**src/gdfs_pkg.sv**
```systemverilog
`default_nettype none
package gdfs_pkg;
   localparam int MaxVertices = 64;
   localparam int VertexWidth = 7;
   localparam int IndexWidth  = $clog2(MaxVertices);

   typedef enum logic [1:0] {
      ACT_ARC    = 2'd0,
      ACT_EDGE   = 2'd1,
      ACT_START  = 2'd2,
      ACT_CLEAR  = 2'd3
   } action_type;

   localparam logic [VertexWidth-1:0] CsrVertexCount  = 7'd0;
   localparam logic [VertexWidth-1:0] CsrUseTranspose = 7'd1;

   typedef struct packed {
      action_type             action;
      logic [VertexWidth-1:0] vertex_u;
      logic [VertexWidth-1:0] vertex_v;
      logic                   last;
   } req_type;

   typedef struct packed {
      logic [VertexWidth-1:0] vertex;
      logic [VertexWidth-1:0] parent;
      logic [7:0]             discover_time;
      logic [7:0]             finish_time;
      logic [12:0]            edge_count;
      logic                   last_result;
   } rsp_type;

   typedef enum logic [3:0] {
      ST_IDLE,
      ST_CLEAR,
      ST_EDGE,
      ST_INIT,
      ST_ROOT,
      ST_TOP,
      ST_SCAN,
      ST_EMIT_RD,
      ST_EMIT
   } state_type;

   typedef struct packed {
      logic do_clear;
      logic do_edge;
      logic do_init;
      logic do_root;
      logic do_top;
      logic do_scan;
      logic do_emit_rd;
      logic do_emit;
   } cmd_type;

   typedef struct packed {
      logic clear_done;
      logic init_done;
      logic roots_done;
      logic root_ok;
      logic stack_empty;
      logic scan_done;
      logic emit_done;
      logic none_finished;
   } status_type;
endpackage
`default_nettype wire

```
**src/gdfs_control.sv**
```systemverilog
`default_nettype none
module gdfs_control import gdfs_pkg::*; (
   input  wire logic       clock,
   input  wire logic       reset,
   input  wire logic       search_go,
   input  wire logic       clear_go,
   input  wire logic       edge_go,
   input  wire status_type status,
   output cmd_type         cmd,
   output logic            busy
);
   state_type state_ff, state_in;

   always_ff @(posedge clock) begin
      if (reset) state_ff <= ST_CLEAR;
      else       state_ff <= state_in;
   end

   always_comb begin
      state_in = state_ff;
      cmd      = '0;
      busy     = (state_ff != ST_IDLE);
      unique case (state_ff)
         ST_IDLE: begin
            if (clear_go)       state_in = ST_CLEAR;
            else if (search_go) state_in = ST_INIT;
            else if (edge_go)   state_in = ST_EDGE;
         end
         ST_CLEAR: begin
            cmd.do_clear = 1'b1;
            if (status.clear_done) state_in = ST_IDLE;
         end
         ST_EDGE: begin
            cmd.do_edge = 1'b1;
            state_in = ST_IDLE;
         end
         ST_INIT: begin
            cmd.do_init = 1'b1;
            if (status.init_done) state_in = ST_ROOT;
         end
         ST_ROOT: begin
            cmd.do_root = 1'b1;
            if (status.roots_done)
               state_in = status.none_finished ? ST_IDLE : ST_EMIT_RD;
            else if (status.root_ok) state_in = ST_TOP;
         end
         ST_TOP: begin
            cmd.do_top = 1'b1;
            state_in = status.stack_empty ? ST_ROOT : ST_SCAN;
         end
         ST_SCAN: begin
            cmd.do_scan = 1'b1;
            if (status.scan_done) state_in = ST_TOP;
         end
         ST_EMIT_RD: begin
            cmd.do_emit_rd = 1'b1;
            state_in = ST_EMIT;
         end
         ST_EMIT: begin
            cmd.do_emit = 1'b1;
            state_in = status.emit_done ? ST_IDLE : ST_EMIT_RD;
         end
         default: state_in = ST_IDLE;
      endcase
   end

   a_clear_only_from_idle: assert property (@(posedge clock) disable iff (reset)
      (state_ff == ST_IDLE && clear_go) |=> state_ff == ST_CLEAR)
      else $error("clear not started");
   a_one_cmd: assert property (@(posedge clock) $onehot0(cmd))
      else $error("more than one command");
   a_emit_follows_read: assert property (@(posedge clock) disable iff (reset)
      cmd.do_emit |-> $past(cmd.do_emit_rd))
      else $error("emit without read");
endmodule
`default_nettype wire

```
**config.mk**
```make
export PLATFORM = sky130hd
export DESIGN_NAME = gdfs_control
export DESIGN_NICKNAME = d
export VERILOG_FILES = /design/src/gdfs_pkg.sv /design/src/gdfs_control.sv
export SDC_FILE = /design/constraint.sdc
export NUM_CORES = 1
export LEC_CHECK = 0
export BUFFER_PORTS_ARGS = -buffer_cell sky130_fd_sc_hd__buf_2
export CORE_AREA = 2 2 39 41
export DETAILED_ROUTE_END_ITERATION = 12
export DIE_AREA = 0 0 41 43
export GPL_TIMING_DRIVEN = 1
export PLACE_DENSITY = 0.65
export SETUP_SLACK_MARGIN = 0.4
export SLEW_MARGIN = 20
export SYNTH_ARGS = -nofsm -noshare
export SYNTH_HDL_FRONTEND = slang
export SYNTH_SLANG_ARGS = --single-unit
```
**constraint.sdc**
```tcl
create_clock -name clock -period 2.4 [get_ports clock]
set_input_delay 0.36 -clock clock [delete_from_list [all_inputs] [get_ports clock]]
set_output_delay 0.36 -clock clock [all_outputs]
set_load 0.05 [all_outputs]
```
==> Yosys cells after proc, flatten, opt, wreduce, memory -nomap -nowiden <==
Cells that the tools add are included.
{ "word_totals": {"ff_bits": 4, "output_inout_bits": 9, "elab_cells": 37} }
{ "op_classes": {"n_eq_ne": 13, "n_mux": 20, "n_reduce_logical": 3} }
{ "op_table": {"columns": ["operator", "count"], "rows": [
  ["4-bit two-way mux", 8],
  ["4-bit one-hot mux with 8 select lines", 1],
  ["4-bit by 3-bit == test with 1-bit output (second input constant)", 4],
  ["4-bit by 2-bit == test with 1-bit output (second input constant)", 2],
  ["1-bit two-way mux", 8],
  ["3-bit two-way mux", 2],
  ["2-bit inequality test (second input constant)", 3],
  ["5-bit AND reduction", 1],
  ["4-bit by 1-bit == test with 1-bit output (second input constant)", 1],
  ["4-bit == test (second input constant)", 1],
  ["4-bit logical NOT", 1],
  ["4-bit inequality test (second input constant)", 1],
  ["4-bit nonzero test", 1],
  ["3-bit inequality test (second input constant)", 1],
  ["2-bit two-way mux", 1]
]} }

==> Logic depth before layout (Yosys ltp) <==
Gate-level depths: netlist of the first run.
{ "logic_depth": {"word_depth": 4, "depth_mapped": 5} }

==> Least setup slack after synthesis of the first run <==
No wires, ideal clock.
{ "synth_path": {"path_kind": "register to output", "startpoint": "reg state_ff[1]", "endpoint": "out cmd[4] (netlist name)", "arrival_ps": 1801, "required_ps": 2040, "slack_ps": 239, "path_stages_with_launch": 4, "path_buffers": 1, "path_cell_list": "dfxtp_1 > buf_4 > or2b_2 > nor3_1"} }
{ "synth_lines": {"columns": ["element", "line", "text"], "rows": [
  ["start, declared", "gdfs_control.sv:12", "state_type state_ff, state_in;"],
  ["start signal, assigned", "gdfs_control.sv:16", "else state_ff <= state_in;"],
  ["end, declared", "gdfs_control.sv:9", "output cmd_type cmd,"]
]} }

==> Final worst setup path of the first run <==
{ "layout_path": {"startpoint": "reg state_ff[0]", "endpoint": "reg state_ff[0]"} }
{ "layout_between": {"elab_chain_len": 3, "elab_cells_between_ends": 15} }
{ "layout_lines": {"columns": ["element", "line", "text"], "rows": [
  ["4-bit by 3-bit == test with 1-bit output (tied with other cells)", "gdfs_control.sv:23", "unique case (state_ff)"],
  ["3-bit inequality test (no source line) (tied with other cells)", null, null],
  ["5-bit AND reduction (no source line)", null, null]
]} }
Parallel ways exist; a longest one is shown, timed or not.
A chain may end at the register's enable or synchronous reset.

==> results.toml, run 1 <==
[status]
outcome = "completed"

[detailed_routing]
via_per_inst = 5.607
drt_pre_antenna_iters = 4
vias = 499
wl_per_cell_um = 12.47
ant_nets = 0
drc = 0
initialDrtViolationCount = 13
routed_wl_um = 1110

[worst_hold_path]
hold_class = "primary input to flop"

[timing]
period_minus_slack_ps = 1913
setup_viol = 0
maxSlewViolCount = 0
fmax_ghz = 0.5227
fin_skew_ps = 0.1362
fin_tns_setup_ps = 0
rsz0062_at_grt = "no"
max_slew_margin_pct = 63.32
setup_ws_ps = 486.7
hold_viol = 0
worstMarginPinSlew_ps = 545.2
period_share_pct = 79.72

[worst_setup_path]
cp_cell_sequence = "or4_4 > nor4_4 > nor4_2 > a311o_1"
crit_family = "simple AND/OR/NAND/NOR gates"
crit_buf_inv = 0
worstSetupStartpointType = "flop"
endpoint_kind = "flop"
max_stage_delay_ps = 620
crit_arrival_ps = 2030
critPathMaxFanout = 11
crit_required_ps = 2510
slowest_stage = "or4_4"
crit_type = "flop to flop"

[die]
die_y_um = 43
start_util_pct = 32.73
rows = 14
ios = 22
dieWidth_um = 41
die-area_mm2 = 0.001763
coreArea_mm2 = 0.001384

[synth]
netlist_area_um2 = 452.9
ys_seq_area_share_pct = 17.68
async_reset_ff_share_pct = 0
synth_top_area_cell = "dfxtp_1"
synth_top_area_share_pct = 17.68
netlist_top_cells_area = "dfxtp_1 18%, buf_4 6.6%, a2111oi_4 6.1%, nor2_1 5.8%, nor3_1 5.5%"
ys.flop_type = "dfxtp_1"
ys_ff_latch = 4
synth_edf_count = 0
yosysUniqueCellTypes = 32
yosys_warnings = 0
synth_nets = 67
synthCells = 54
avgSynthCellArea_um2 = 8.388

[final_layout]
largest_register_ffs = 4
nNetsFinal = 88
regMostFlops = "state_ff"
num_antenna_cells = 0
multi_input_area_um2 = 341.6
fillerInstances = 145
final-seq-area_um2 = 81.33
final_area_um2 = 581.8
top_regs = "state_ff x4"
syn2layout_area_growth_pct = 28.45
drive_above_1_share_pct = 56.16
fin_cells = 89

[power_and_ir_drop]
p_per_area_mw_per_mm2 = 1157
p_leak_nw = 0.2413
ir_drop_mv = 0.3685

[clocking]
post-cts-setup-buffer-count = 0
cts.sinks = 4
clk_latency_ps = 230
cts_buffers = 3
cts_tree = "done"
htree_levels = 1
clockBufferDepth = 2
path_clk_slew_ps = 40
cts-root-buf = "clkbuf_4"

[grt]
grt_pass1_vias = 405
grt_overflow = 0
grt_pass1_wl_um = 1635
track_usage_pct = 13.61
antenna_found_initial = 0
grt_max_degree = 13

[placement]
dp_slack_ps = 399.2
io_buffers = 21
dp_hpwl_um = 899.6
gp_congestion = 0.8483
placed_cell_area_um2 = 551.8
place_inst = 86

[job]
drv_cap = 0
## kinds of logic after synthesis
family	Yosys count	synth area share, %
DFF	4	17.68
and+or+nand+nor	29	43.10
buffers and inverters	8	11.60
AOI/OAI and AO/OA	13	27.63
## cell type report
class                           count  share of cell area [%]
Timing Repair Buffer               21                   18.06
Clock buffer                        3                   3.871
Inverter                            3                   1.935
Tap cell                           16                   3.441
Multi-Input combinational cell     42                   58.71
Sequential cell                     4                   13.98
## what timing repair did
action / CTS / global route
hold buffers: 0 / 0
setup endpoints to repair: 0 / 4
gates resized for setup: 0 / 2
## stage by stage
step                hold slack, ps  power [W]  util (%)
floorplan                    439.3  0.0005270         -
global placement             610.0  0.0005879     39.87
CTS                          362.3  0.0006753     41.50
detailed placement           612.2  0.0005884     39.87
finish                       368.8  0.0006729     42.04
global route                 356.6  0.0007203     42.04
## per-layer routing
metal,vias to the layer above,track usage (%),share of wire [%]
met4,0,4.667,0.63
met3,2,7.330,6.7
met2,26,18.44,46
li1,244,-,-
met5,-,0,0
met1,227,17.83,46
## cells in the final DEF (no fill, tap or decap)
cell,netlist,layout
nor4_4,1,1
dfxtp_2,0,1
nor4b_2,0,1
nor4_2,1,1
nand2_1,2,2
or2b_2,1,1
nor3_2,0,3
and2b_2,1,1
a21oi_1,1,1
nor2_1,7,7
o31ai_1,1,1
a2111oi_2,1,1
or4_2,1,1
or4_4,1,1
a311oi_1,1,1
a2111oi_4,1,1
nor4_1,1,1
nand2b_1,1,1
a221oi_1,1,1
nand2b_2,1,1
a31o_2,1,1
nor3b_1,2,2
dfxtp_1,4,3
buf_2,0,21
or2_2,2,2
a22o_1,1,1
o41ai_1,1,1
o21ai_0,2,2
a31oi_1,1,1
inv_1,3,3
clkbuf_4,0,3
nor3_1,5,2
nand3b_1,1,1
a311o_1,1,1
## final timing paths
| kind | from | endpoint | slack [ps] | cells after the start |
|---|---|---|---|---|
| worst max-delay path | state_ff[0]$_SDFFE_PP1P_ | state_ff[0]$_SDFFE_PP1P_ | 490 | 4 |
| worst min-delay path | reset | state_ff[2]$_SDFFE_PP0P_ | 370 | 2 |
| worst max register to register | state_ff[0]$_SDFFE_PP1P_ | state_ff[0]$_SDFFE_PP1P_ | 490 | 4 |
| worst min register to register | state_ff[2]$_SDFFE_PP0P_ | state_ff[3]$_SDFFE_PP0P_ | 660 | 2 |
## synth_stat cells (2+ instances only)
| library cell | count |
|---|---|
| nor2_1 | 7 |
| nor3_1 | 5 |
| buf_4 | 4 |
| dfxtp_1 | 4 |
| inv_1 | 3 |
| nand2_1 | 2 |
| nor3b_1 | 2 |
| o21ai_0 | 2 |
| or2_2 | 2 |
## report_power, final
| group | internal, W | leakage, nW | total [W] | switching (W) |
|---|---|---|---|---|
| sequential | 0.0000886 | 0.0332 | 0.000152 | 0.0000632 |
| clock | 0.0000558 | 0.0138 | 0.0000807 | 0.0000250 |
| combinational | 0.000160 | 0.194 | 0.000440 | 0.000281 |
No activity file was read; power rests on OpenSTA's default activity.
==> run 2, diff against run 1 <==
Clock period 2.4 ns to 1.96 ns, I/O delays scaled along.
==> run 2 against run 1 <==
Against the previous run:
- critical path depth decreased by 2
- wire length rose by 18%
- core utilization is 16 points higher
- power is 63% higher
- clock-buffer cell count unchanged
- first-iteration DRC count is 46% lower
- combinational power is 89% higher
- setup slack worse by 180 ps
- final cell count up 15%
- largest cell class unchanged
- highest routed layer is now met3
==> results.toml, run 2 (synthesized netlist as in run 1, its figures left out) <==
[clocking]
htree_levels = 1
clockBufferDepth = 2
path_clk_slew_ps = 40
clk_latency_ps = 240
ctsHoldBuffers = 0
cts.sinks = 4
cts_buffers = 3
cts-root-buf = "clkbuf_4"
cts_tree = "done"

[detailed_routing]
drt_pre_antenna_iters = 4
ant_nets = 0
routed_wl_um = 1315
via_per_inst = 5.314
initialDrtViolationCount = 7
drc = 0
vias = 542
wl_per_cell_um = 12.89

[placement]
io_buffers = 21
gp_congestion = 0.8223
dp_hpwl_um = 941.9

[power_and_ir_drop]
p_leak_nw = 0.3289
p_per_area_mw_per_mm2 = 1372
ir_drop_mv = 0.5820
power_w = 0.001097

[worst_setup_path]
critPathMaxFanout = 3
crit_buf_inv = 1
crit_arrival_ps = 1360
setup.worst_path.start = "state_ff[0]$_SDFFE_PP1P_"
crit_type = "flop to output pin"
slowest_stage = "or4_4"
max_stage_delay_ps = 560
worstSetupStartpointType = "flop"
timing.rr.start = "state_ff[1]$_SDFFE_PP0P_"
cp_cell_sequence = "or4_4 > buf_2"
crit_family = "simple AND/OR/NAND/NOR gates"
crit_required_ps = 1670
endpoint_kind = "output pin"

[final_layout]
regMostFlops = "state_ff"
largest_register_ffs = 4
final_cell_mix = "13 x buf_2, 13 x buf_4, 7 x buf_6"
num_antenna_cells = 0
syn2layout_area_growth_pct = 76.52
nNetsFinal = 101
drive_above_1_share_pct = 73.26
top_regs = "state_ff x4"

[grt]
grt_pass1_wl_um = 2014
grt_overflow = 0
grt_pass1_vias = 470
antenna_found_initial = 0
track_usage_pct = 16.98
grt_max_degree = 9

[die]
die-area_mm2 = 0.001763
coreArea_mm2 = 0.001384
start_util_pct = 32.73
rows = 14
die_y_um = 43
ios = 22
dieWidth_um = 41

[timing]
fin_tns_setup_ps = 0
rsz0062_at_grt = "yes"
maxSlewViolCount = 0
fmax_ghz = 0.6034
max_slew_margin_pct = 59.35
worstMarginPinSlew_ps = 604.2
setup_viol = 0
fin_skew_ps = 4.395
hold_viol = 0
period_minus_slack_ps = 1657
period_share_pct = 84.56

[status]
outcome = "completed"

[job]
drv_cap = 0

[worst_hold_path]
hp-start = "reset"
hold_class = "primary input to flop"
[run 2: changes by cell type in the layout (fill, tap and decap cells not counted), moves of 3 or more]
| cell | previous run | this run |
|---|---|---|
| buf_2 | 21 | 13 |
| dfxtp_4 | 0 | 4 |
| buf_6 | 0 | 7 |
| buf_4 | 0 | 13 |
| dfxtp_1 | 3 | 0 |
| nor2_1 | 7 | 3 |
[run 2: final cells by class]
type,count,area (um2)
well taps,16,20.02
multi-input cells,42,394.1
repair buffers,34,256.5
clock buffers,3,22.52
fillers,115,584.3
flip-flops and latches,4,95.09
inverters,3,11.26
[run 2: metrics by stage]
step / setup slack, ps / instances / hold slack, ps / area (um2) / util (%)
detailed placement: 118.8 / 92 / 540.0 / 615.6 / 44.48
CTS: 266.4 / 100 / 278.8 / 750.7 / 54.25
global placement: 152.4 / 92 / 538.2 / 615.6 / 44.48
floorplan: 62.78 / 54 / 373.3 / 486.7 / -
finish: 302.6 / 102 / 286.7 / 799.5 / 57.78
global route: 247.3 / 102 / 292.1 / 799.5 / 57.78
[run 2: where the power goes]
group | switching [W] | internal (W) | leakage (nW) | total, W
combinational | 0.000463 | 0.000368 | 0.280 | 0.000831
clock | 0.0000340 | 0.0000685 | 0.0138 | 0.000103
sequential | 0.0000447 | 0.000119 | 0.0352 | 0.000164
[run 2: per-layer routing]
| metal | GRT usage, % | vias to the layer above | part of all wire, % | wire length (um) |
|---|---|---|---|---|
| met4 | 6.000 | 0 | 0 | 0 |
| met3 | 5.236 | 0 | 5.2 | 68 |
| met2 | 25.94 | 16 | 51 | 676 |
| li1 | - | 271 | - | - |
| met5 | 0 | - | 0 | 0 |
| met1 | 21.61 | 255 | 43 | 570 |
[run 2: path summary, 6_finish.rpt]
kind	to	slack, ps	depth (start not counted)
max	busy	300	2
min	state_ff[3]$_SDFFE_PP0P_	290	2
max reg2reg	state_ff[1]$_SDFFE_PP0P_	300	5
min reg2reg	state_ff[1]$_SDFFE_PP0P_	610	2
[run 2: repair_timing]
item,CTS,global route
gates cloned,0,0
setup endpoints to repair,12,12
pin swaps,3,1
gates resized for setup,26,9
setup buffers,5,2
